### src/sv/qts_pkg.sv
// Shared types and constants for the quadrilateral-to-triangle splitter.
// No dependencies; every other file of the block imports this package.
package qts_pkg;

    localparam int TOL_W       = 16;
    localparam int NVTX        = 4;
    localparam int NPAIR       = 6;
    localparam int SORT_STAGES = 12;
    localparam int SQRT_BITS   = 34;
    localparam int DIST_W      = SQRT_BITS;
    localparam int SUM_W       = 66;
    localparam int RAD_W       = 2 * SQRT_BITS;
    localparam int REM_W       = SQRT_BITS + 2;
    localparam int LANE_LAT    = 3 + SQRT_BITS;

    typedef logic [TOL_W-1:0]  tol_t;
    typedef logic signed [31:0] coord_t;

    typedef struct packed {
        coord_t x;
        coord_t y;
        coord_t z;
    } vtx_t;

    typedef vtx_t [NVTX-1:0]    quad_t;
    typedef vtx_t [2:0]         tri_t;
    typedef logic [DIST_W-1:0]  dist_t;
    typedef dist_t [NPAIR-1:0]  dist_set_t;
    typedef logic [1:0]         vidx_t;
    typedef logic [2:0]         pidx_t;

    typedef struct packed {
        logic [RAD_W-1:0]     rad;
        logic [REM_W-1:0]     rem;
        logic [SQRT_BITS-1:0] root;
    } sq_t;

    localparam tol_t TOL_RESET = 16'd7;

    localparam vidx_t PAIR_A [NPAIR] = '{2'd0, 2'd0, 2'd0, 2'd1, 2'd1, 2'd2};
    localparam vidx_t PAIR_B [NPAIR] = '{2'd1, 2'd2, 2'd3, 2'd2, 2'd3, 2'd3};

endpackage

### src/sv/qts_if.sv


interface qts_tri_if;
    import qts_pkg::*;
    logic   valid;
    logic   ready;
    coord_t v0_x;
    coord_t v0_y;
    coord_t v0_z;
    coord_t v1_x;
    coord_t v1_y;
    coord_t v1_z;
    coord_t v2_x;
    coord_t v2_y;
    coord_t v2_z;
    logic   last;
    modport source (output valid, v0_x, v0_y, v0_z, v1_x, v1_y, v1_z,
                    v2_x, v2_y, v2_z, last, input ready);
    modport sink   (input valid, v0_x, v0_y, v0_z, v1_x, v1_y, v1_z,
                    v2_x, v2_y, v2_z, last, output ready);
endinterface


### src/sv/qts_merge.sv
// Merge stage: near-pair and farthest-pair scan over the six lane results,
// nearest-neighbour choice, and the output register that plays out one or two triangles.
// Depends on qts_pkg and qts_if.
module qts_merge (
    input  logic              clk,
    input  logic              rst_n,
    input  logic              in_valid,
    input  qts_pkg::quad_t    in_quad,
    input  qts_pkg::dist_set_t in_dist,
    input  qts_pkg::tol_t     tolerance,
    output logic              en,
    qts_tri_if.source         triangle
);
    import qts_pkg::*;

    logic      va_reg, vb_reg, vc_reg;
    quad_t     qa_reg, qb_reg, qc_reg;
    dist_set_t da_reg, db_reg;
    logic [NPAIR-1:0] near_a_reg;
    dist_t     maxa_reg;
    pidx_t     mia_reg;
    logic      oneb_reg, onec_reg;
    vidx_t     dropb_reg, dropc_reg;
    vidx_t     sib_reg, sic_reg;
    vidx_t     n1c_reg, n2c_reg, farc_reg;
    dist_t     farm_reg [3];

    logic      ov_reg, sel_reg, two_reg;
    tri_t      tri0_reg, tri1_reg;
    tri_t      shown;

    logic [NPAIR-1:0] near_w;
    dist_t     maxa_w, maxb_w;
    pidx_t     mia_w, mib_w;
    vidx_t     drop_w;
    logic [5:0] others_w, nn_w, nn2_w, drop_oth;
    dist_t     dsel [3];
    tri_t      tri0_w, tri1_w;

    function automatic pidx_t pair_of(vidx_t p, vidx_t q);
        vidx_t lo, hi;
        pidx_t r;
        lo = (p < q) ? p : q;
        hi = (p < q) ? q : p;
        case ({lo, hi})
            4'b0001: r = 3'd0;
            4'b0010: r = 3'd1;
            4'b0011: r = 3'd2;
            4'b0110: r = 3'd3;
            4'b0111: r = 3'd4;
            4'b1011: r = 3'd5;
            default: r = 3'd0;
        endcase
        return r;
    endfunction

    // the three vertex indices other than x, ascending
    function automatic logic [5:0] others(vidx_t x);
        logic [5:0] r;
        case (x)
            2'd0:    r = {2'd1, 2'd2, 2'd3};
            2'd1:    r = {2'd0, 2'd2, 2'd3};
            2'd2:    r = {2'd0, 2'd1, 2'd3};
            default: r = {2'd0, 2'd1, 2'd2};
        endcase
        return r;
    endfunction

    // returns {n1, n2, far}
    function automatic logic [5:0] nearest_two(dist_t d0, dist_t d1, dist_t d2,
                                               vidx_t t0, vidx_t t1, vidx_t t2);
        logic [5:0] r;
        if (d0 <= d2 && d1 <= d2)
            r = {t0, t1, t2};
        else if (d1 <= d0 && d2 <= d0)
            r = {t1, t2, t0};
        else
            r = {t0, t2, t1};
        return r;
    endfunction

    function automatic logic beats(dist_t d, dist_t m, tol_t t);
        logic [DIST_W:0] lim;
        lim = {1'b0, m} + {{(DIST_W+1-TOL_W){1'b0}}, t};
        return {1'b0, d} > lim;
    endfunction

    assign en = !ov_reg || (triangle.ready && (sel_reg || !two_reg));

    always_comb
    begin
        maxa_w = '0;
        mia_w  = '0;
        for (int k = 0; k < 3; k++)
        begin
            near_w[k] = in_dist[k] < {{(DIST_W-TOL_W){1'b0}}, tolerance};
            if (beats(in_dist[k], maxa_w, tolerance))
            begin
                maxa_w = in_dist[k];
                mia_w  = pidx_t'(k);
            end
        end
        for (int k = 3; k < NPAIR; k++)
            near_w[k] = in_dist[k] < {{(DIST_W-TOL_W){1'b0}}, tolerance};
    end

    always_comb
    begin
        maxb_w = maxa_reg;
        mib_w  = mia_reg;
        for (int k = 3; k < NPAIR; k++)
        begin
            if (beats(da_reg[k], maxb_w, tolerance))
            begin
                maxb_w = da_reg[k];
                mib_w  = pidx_t'(k);
            end
        end
        if (|near_a_reg[2:0])
            drop_w = 2'd0;
        else if (|near_a_reg[4:3])
            drop_w = 2'd1;
        else
            drop_w = 2'd2;
    end

    always_comb
    begin
        others_w = others(sib_reg);
        dsel[0]  = db_reg[pair_of(sib_reg, others_w[5:4])];
        dsel[1]  = db_reg[pair_of(sib_reg, others_w[3:2])];
        dsel[2]  = db_reg[pair_of(sib_reg, others_w[1:0])];
        nn_w     = nearest_two(dsel[0], dsel[1], dsel[2],
                               others_w[5:4], others_w[3:2], others_w[1:0]);
    end

    always_comb
    begin
        nn2_w    = nearest_two(farm_reg[0], farm_reg[1], farm_reg[2],
                               n1c_reg, n2c_reg, sic_reg);
        drop_oth = others(dropc_reg);
        if (onec_reg)
        begin
            tri0_w[0] = qc_reg[drop_oth[5:4]];
            tri0_w[1] = qc_reg[drop_oth[3:2]];
            tri0_w[2] = qc_reg[drop_oth[1:0]];
        end
        else
        begin
            tri0_w[0] = qc_reg[sic_reg];
            tri0_w[1] = qc_reg[n1c_reg];
            tri0_w[2] = qc_reg[n2c_reg];
        end
        tri1_w[0] = qc_reg[farc_reg];
        tri1_w[1] = qc_reg[nn2_w[5:4]];
        tri1_w[2] = qc_reg[nn2_w[3:2]];
    end

    always_ff @(posedge clk or negedge rst_n)
    begin
        if (!rst_n)
        begin
            va_reg  <= 1'b0;
            vb_reg  <= 1'b0;
            vc_reg  <= 1'b0;
            ov_reg  <= 1'b0;
            sel_reg <= 1'b0;
            two_reg <= 1'b0;
        end
        else if (en)
        begin
            va_reg  <= in_valid;
            vb_reg  <= va_reg;
            vc_reg  <= vb_reg;
            ov_reg  <= vc_reg;
            sel_reg <= 1'b0;
            two_reg <= !onec_reg;
        end
        else if (triangle.ready)
        begin
            sel_reg <= 1'b1;
        end
    end

    always_ff @(posedge clk)
    begin
        if (en)
        begin
            qa_reg     <= in_quad;
            da_reg     <= in_dist;
            near_a_reg <= near_w;
            maxa_reg   <= maxa_w;
            mia_reg    <= mia_w;
            qb_reg     <= qa_reg;
            db_reg     <= da_reg;
            oneb_reg   <= |near_a_reg;
            dropb_reg  <= drop_w;
            sib_reg    <= PAIR_A[mib_w];
            qc_reg     <= qb_reg;
            onec_reg   <= oneb_reg;
            dropc_reg  <= dropb_reg;
            sic_reg    <= sib_reg;
            n1c_reg    <= nn_w[5:4];
            n2c_reg    <= nn_w[3:2];
            farc_reg   <= nn_w[1:0];
            farm_reg[0] <= db_reg[pair_of(nn_w[1:0], nn_w[5:4])];
            farm_reg[1] <= db_reg[pair_of(nn_w[1:0], nn_w[3:2])];
            farm_reg[2] <= db_reg[pair_of(nn_w[1:0], sib_reg)];
            tri0_reg   <= tri0_w;
            tri1_reg   <= tri1_w;
        end
    end

    assign shown          = sel_reg ? tri1_reg : tri0_reg;
    assign triangle.valid = ov_reg;
    assign triangle.last  = sel_reg || !two_reg;
    assign triangle.v0_x  = shown[0].x;
    assign triangle.v0_y  = shown[0].y;
    assign triangle.v0_z  = shown[0].z;
    assign triangle.v1_x  = shown[1].x;
    assign triangle.v1_y  = shown[1].y;
    assign triangle.v1_z  = shown[1].z;
    assign triangle.v2_x  = shown[2].x;
    assign triangle.v2_y  = shown[2].y;
    assign triangle.v2_z  = shown[2].z;

endmodule

### src/flat_wrapper.sv
// flat-port wrapper written by rule: the top's interface ports become plain ports
module qts_merge_flat import qts_pkg::*;
  (clk, rst_n, in_valid, in_quad, in_dist, tolerance, en, triangle_valid, triangle_v0_x, triangle_v0_y, triangle_v0_z, triangle_v1_x, triangle_v1_y, triangle_v1_z, triangle_v2_x, triangle_v2_y, triangle_v2_z, triangle_last, triangle_ready);
  qts_tri_if triangle_i ();
  input  logic clk;
  input  logic rst_n;
  input  logic in_valid;
  input  qts_pkg::quad_t in_quad;
  input  qts_pkg::dist_set_t in_dist;
  input  qts_pkg::tol_t tolerance;
  output logic en;
  output wire logic [$bits(triangle_i.valid)-1:0] triangle_valid;
  output wire logic [$bits(triangle_i.v0_x)-1:0] triangle_v0_x;
  output wire logic [$bits(triangle_i.v0_y)-1:0] triangle_v0_y;
  output wire logic [$bits(triangle_i.v0_z)-1:0] triangle_v0_z;
  output wire logic [$bits(triangle_i.v1_x)-1:0] triangle_v1_x;
  output wire logic [$bits(triangle_i.v1_y)-1:0] triangle_v1_y;
  output wire logic [$bits(triangle_i.v1_z)-1:0] triangle_v1_z;
  output wire logic [$bits(triangle_i.v2_x)-1:0] triangle_v2_x;
  output wire logic [$bits(triangle_i.v2_y)-1:0] triangle_v2_y;
  output wire logic [$bits(triangle_i.v2_z)-1:0] triangle_v2_z;
  output wire logic [$bits(triangle_i.last)-1:0] triangle_last;
  input wire logic [$bits(triangle_i.ready)-1:0] triangle_ready;
  assign triangle_valid = triangle_i.valid;
  assign triangle_v0_x = triangle_i.v0_x;
  assign triangle_v0_y = triangle_i.v0_y;
  assign triangle_v0_z = triangle_i.v0_z;
  assign triangle_v1_x = triangle_i.v1_x;
  assign triangle_v1_y = triangle_i.v1_y;
  assign triangle_v1_z = triangle_i.v1_z;
  assign triangle_v2_x = triangle_i.v2_x;
  assign triangle_v2_y = triangle_i.v2_y;
  assign triangle_v2_z = triangle_i.v2_z;
  assign triangle_last = triangle_i.last;
  assign triangle_i.ready = triangle_ready;
  qts_merge u_core (.clk(clk), .rst_n(rst_n), .in_valid(in_valid), .in_quad(in_quad), .in_dist(in_dist), .tolerance(tolerance), .en(en), .triangle(triangle_i));
endmodule
### config.mk
export PLATFORM = sky130hd
export DESIGN_NAME = qts_merge_flat
export DESIGN_NICKNAME = d
export VERILOG_FILES = /design/src/sv/qts_pkg.sv /design/src/sv/qts_if.sv /design/src/sv/qts_merge.sv /design/src/flat_wrapper.sv
export SDC_FILE = /design/constraint.sdc
export NUM_CORES = 2
export LEC_CHECK = 0
export CORE_MARGIN = 8
export CORE_UTILIZATION = 50
export CTS_BUF_LIST = sky130_fd_sc_hd__clkbuf_16
export CTS_CLUSTER_SIZE = 20
export DETAILED_ROUTE_END_ITERATION = 12
export DONT_BUFFER_PORTS = 1
export PLACE_DENSITY = 0.65
export SYNTH_ARGS = -nofsm -noshare
export SYNTH_HDL_FRONTEND = slang
export SYNTH_SLANG_ARGS = --single-unit
export TNS_END_PERCENT = 5
### constraint.sdc
create_clock -name clk -period 134.2 [get_ports clk]
set_input_delay 13.42 -clock clk [delete_from_list [all_inputs] [get_ports clk]]
set_output_delay 13.42 -clock clk [all_outputs]
set_load 0.01 [all_outputs]
; Word-level counts from Yosys, hierarchy flattened
; Memory sizes are Yosys's and may differ from the RTL's. A register that Yosys moved wholly into a read port is not among the register bits.
; Cells that the tools add are included.
[op_classes]
muxes = 73
n_lt_le_gt_ge = 41
reduce_logical = 16
n_eq_ne = 34
bitwise = 1
add_sub_neg = 5
[op_table]
columns = cell, count
row1 = $bmux 96 s2, 9
row2 = $mux 96, 9
row3 = $bmux 34 s3, 6
row4 = $mux 288, 2
row5 = $mux 34, 11
row6 = $le 34x34->1, 8
row7 = $lt 34x16->1, 6
row8 = $add 34x16->35, 5
row9 = $gt 34x35->1, 5
row10 = $pmux 3 s5, 6
row11 = $eq 4x2->1 const B, 12
row12 = $eq 4x3->1 const B, 12
row13 = $gt 34x16->1, 1
row14 = $pmux 5 s3, 2
row15 = $mux 2, 13
row16 = $eq 4x4->1 const B, 6
row17 = $lt 2x3->1 const B, 8
row18 = $lt 3x4->1 const B, 6
row19 = $mux 6, 4
row20 = $mux 3, 6
row21 = $lt 2x2->1, 5
row22 = $reduce_or 6->1, 1
row23 = $logic_and 1x1->1, 5
row24 = $mux 1, 5
row25 = other kinds (11), 17
[word_totals]
mem_bits_ro = 16
wordCells = 255
ram_bits = 102
ff_bits = 2199
memories = 2
output_inout_bits = 291
[memory_table]
columns = memory, words, word_bits, read_ports, rd_clocked_by_memory_dff, wr, line
row1 = u_core.farm_reg, 3, 34, 3, 0, 3, qts_merge.sv:26  ; dist_t farm_reg [3];
row2 = (no name shown), 8, 2, 1, 1, 0, qts_merge.sv:198  ; sib_reg <= PAIR_A[mib_w];

; Depth between registers and ports, before layout
[depth]
word_depth = 19
ltp_mapped = 81
mapped_depth_nobuf = 76

; Worst setup path after synthesis
; Ideal clock, no wire load.
[synth_timing]
kind = input to output
start = in triangle_ready
end = out en
setup_slack_ps = 59310
n_path_buf = 0
arrival_ps = 61470
cell_stages = 2
required_time_ps = 120780
path_cell_list = nand2_1 > nand2_1
[synth_via]
elab_chain_cells = 2
[synth_rtl]
columns = element, line
row1 = start: declaration, flat_wrapper.sv:23  ; input wire logic [$bits(triangle_i.ready)-1:0] triangle_ready;
row2 = $logic_and 1x1->1, qts_merge.sv:88  ; assign en = !ov_reg || (triangle.ready && (sel_reg || !two_reg));
row3 = $logic_or 1x1->1, qts_merge.sv:88
row4 = end: declaration, flat_wrapper.sv:11  ; output logic en;
; No other way between the ends.

; Worst setup path after layout
[layout_timing]
start = in tolerance[1]
end = reg u_core.sib_reg[1], data pin
[layout_via]
elab_chain_cells = 10
[layout_rtl]
columns = element, line
row1 = start: declaration, flat_wrapper.sv:10  ; input qts_pkg::tol_t tolerance;
row2 = $add 34x16->35, qts_merge.sv:84  ; lim = {1'b0, m} + {{(DIST_W+1-TOL_W){1'b0}}, t};
row3 = $gt 34x35->1, qts_merge.sv:85  ; return {1'b0, d} > lim;
row4 = $mux 34, qts_merge.sv:113  ; if (beats(da_reg[k], maxb_w, tolerance))
row5 = $add 34x16->35, qts_merge.sv:84
row6 = $gt 34x35->1, qts_merge.sv:85
row7 = $mux 34, qts_merge.sv:113
row8 = $add 34x16->35, qts_merge.sv:84
row9 = $gt 34x35->1, qts_merge.sv:85
row10 = $mux 3 *, qts_merge.sv:113
row11 = $not 3->4 (not written as such) *, qts_merge.sv:198
row12 = end: declaration, qts_merge.sv:24  ; vidx_t sib_reg, sic_reg;
; Every way passes the cells marked *; elsewhere a longest branch is shown, timed or not.
; A chain may end at the register's enable or synchronous reset.

==> flow_summary.json <==
{
  "synth-warning-count": 0,
  "postCtsHoldBufs": 0,
  "synth-edff-count": 2296,
  "yosys.area_share.xor_xnor": 0.0127,
  "fmax_mhz": 34.2,
  "synth-main-ff-cell": "edfxtp_1",
  "setup_viol": 0,
  "cp.arrival_ns": 29.85,
  "drt_iter0_drc": 8446,
  "cpMostUsedCell": "a21o_1",
  "start_util": 0.503,
  "io_buffers": 0,
  "fillerInstances": 18460,
  "syn-num-nets": 8977,
  "coreArea_mm2": 0.238,
  "row_count": 179,
  "finalCritPeriodShare": 0.218,
  "synth_area_mm2": 0.119,
  "die_area_mm2": 0.255,
  "worst_pin_slew_ns": 1.21,
  "hpwl_mm": 241,
  "cts.repair.resized": 0,
  "crit_fanout": 65,
  "crit_type": "input port to flop",
  "drt_wl_total_mm": 356,
  "synth_seq_cells": 2302,
  "final_antenna_net_count": 0,
  "gp_congestion": 0.944,
  "grt_pass1_vias": 69297,
  "layout-drive-gt1-share": 0.199,
  "gr-total-overflow": 0,
  "synthMuxAreaShare": 0.220,
  "final_common_cell": "edfxtp_1",
  "synth_simple_gate_area_frac": 0.0461,
  "antenna_found_initial": 100,
  "grt_max_degree": 201,
  "cts_buffer_depth": 3,
  "skew_ns": 0.0673,
  "seq_area_mm2": 0.0691,
  "grt_setup_unrepaired": "false",
  "final_nets": 8909,
  "post-place-cells": 10664,
  "ys_async_sr_fraction": 0.00261,
  "syn_inst": 7805,
  "vias": 72217,
  "slew_viol_final": 0,
  "slowest_stage": "buf_4",
  "drc": 0,
  "die_h_um": 505,
  "tritoncts": "yes",
  "postCtsSetupRepairBufs": 0,
  "track_usage": 0.269,
  "grt_pass1_wl_mm": 507,
  "cts_inserted_buffers": 238,
  "synth.distinct_cells": 87,
  "vias_per_cell": 6.47,
  "ios": 899,
  "final_cells": 11154,
  "synth_compound_area_frac": 0.0608,
  "root_buffer": "clkbuf_16",
  "cp-end-kind": "flop",
  "critPathRequiredTime_ns": 134.79,
  "crit_path_start_kind": "input port",
  "slew_headroom": 0.192,
  "htree_levels": 4,
  "syn_avg_cell_area_um2": 15.3,
  "multi_input_area_mm2": 0.0479,
  "period_minus_slack_ns": 29.26,
  "mostFrequentLayoutCells": "2,296 x edfxtp_1, 800 x mux2i_1, 616 x mux4_2",
  "hold_class": "flop to flop",
  "cts.sinks": 2302,
  "clk-insertion-delay-late_ns": 0.88,
  "fp.dieW_um": 505,
  "synth-seq-area-share": 0.579,
  "synthAdderAreaFrac": 0.0594,
  "synth_top_family_by_area": "multiplexers",
  "setup_tns_ns": 0,
  "firstDrtPassIters": 10,
  "drv_cap": 0,
  "path_clk_slew_ns": 0.06,
  "status": "completed",
  "hold_violations": 0,
  "area.growth.synth_to_final_pct": 9.87,
  "wire_per_inst_um": 31.9,
  "critPathMaxStageDelay_ns": 0.64
}
==> layer usage <==
metal | part of all wire | global-route usage | vias to the layer above
met5 | 0.00051 | 0 | -
met2 | 0.45 | 0.415 | 3554
li1 | - | - | 31037
met1 | 0.42 | 0.377 | 36974
met4 | 0.037 | 0.0873 | 20
met3 | 0.095 | 0.0682 | 632
==> worst paths after layout <==
kind | startpoint | cells after the start | endpoint | slack, ns
min in group asynchronous | rst_n | 0 | u_core.va_reg | 12.24
setup / recovery | tolerance[1] | 78 | u_core.sib_reg[1] | 104.94
max in group asynchronous | rst_n | 0 | u_core.sel_reg | 121.87
setup reg to reg | u_core.maxa_reg[1] | 78 | u_core.sib_reg[1] | 117.02
hold reg to reg | u_core.qb_reg[241] | 0 | u_core.qc_reg[241] | 0.36
hold / removal | u_core.qb_reg[241] | 0 | u_core.qc_reg[241] | 0.36
==> critical path, delay by kind of cell <==
family / cells / cell delay (ns)
AND/OR/NAND/NOR: 14 / 1.89
AO/OA/AOI/OAI: 43 / 9.07
XOR/XNOR: 3 / 0.48
buffers and inverters: 8 / 2.20
multiplexers: 3 / 0.67
adder cells (fa/ha/maj): 7 / 2.00
==> cell usage after synthesis (114+ instances only) <==
cell	count	area share
clkbuf_1	243	0.0076
mux2i_1	805	0.067
nand2_1	245	0.0077
edfxtp_1	2296	0.58
nor2_1	437	0.014
a21o_1	176	0.011
ha_1	559	0.059
o21ai_0	166	0.0070
mux2_2	376	0.035
nand4_1	114	0.0060
mux4_2	616	0.12
inv_1	249	0.0078
a21oi_1	486	0.020
==> stage by stage <==
stage | hold WS, ns | worst slack [ns] | util | instance area [µm²]
after global routing | 0.363 | 103.99 | 0.552 | 131000
final | 0.359 | 104.94 | 0.552 | 131000
after global placement | 0.401 | 104.50 | 0.517 | 123000
after floorplan | 0.400 | 59.31 | - | 119000
after detailed placement | 0.405 | 104.38 | 0.517 | 123000
after CTS | 0.357 | 105.22 | 0.552 | 131000
==> kinds of logic after synthesis <==
group                    count (synthesis)
flip-flops                            2302
multiplexers                          1805
AND/OR/NAND/NOR                       1158
AO/OA/AOI/OAI                         1143
buffers and inverters                  660
adder cells (fa/ha/maj)                564
XOR/XNOR                               173
==> layout make-up <==
class                      instances  area share
antenna                           36    0.000687
clock buffer                     239      0.0456
clock inverter                   215      0.0174
inverter                         250     0.00715
multi-input combinational       4843       0.365
sequential                      2302       0.527
tap                             3167      0.0302
timing repair buffer             102     0.00717
Power is left out: the tool's default activity adds up to more than one toggle a clock period on the data nets, which glitch-free logic cannot reach.
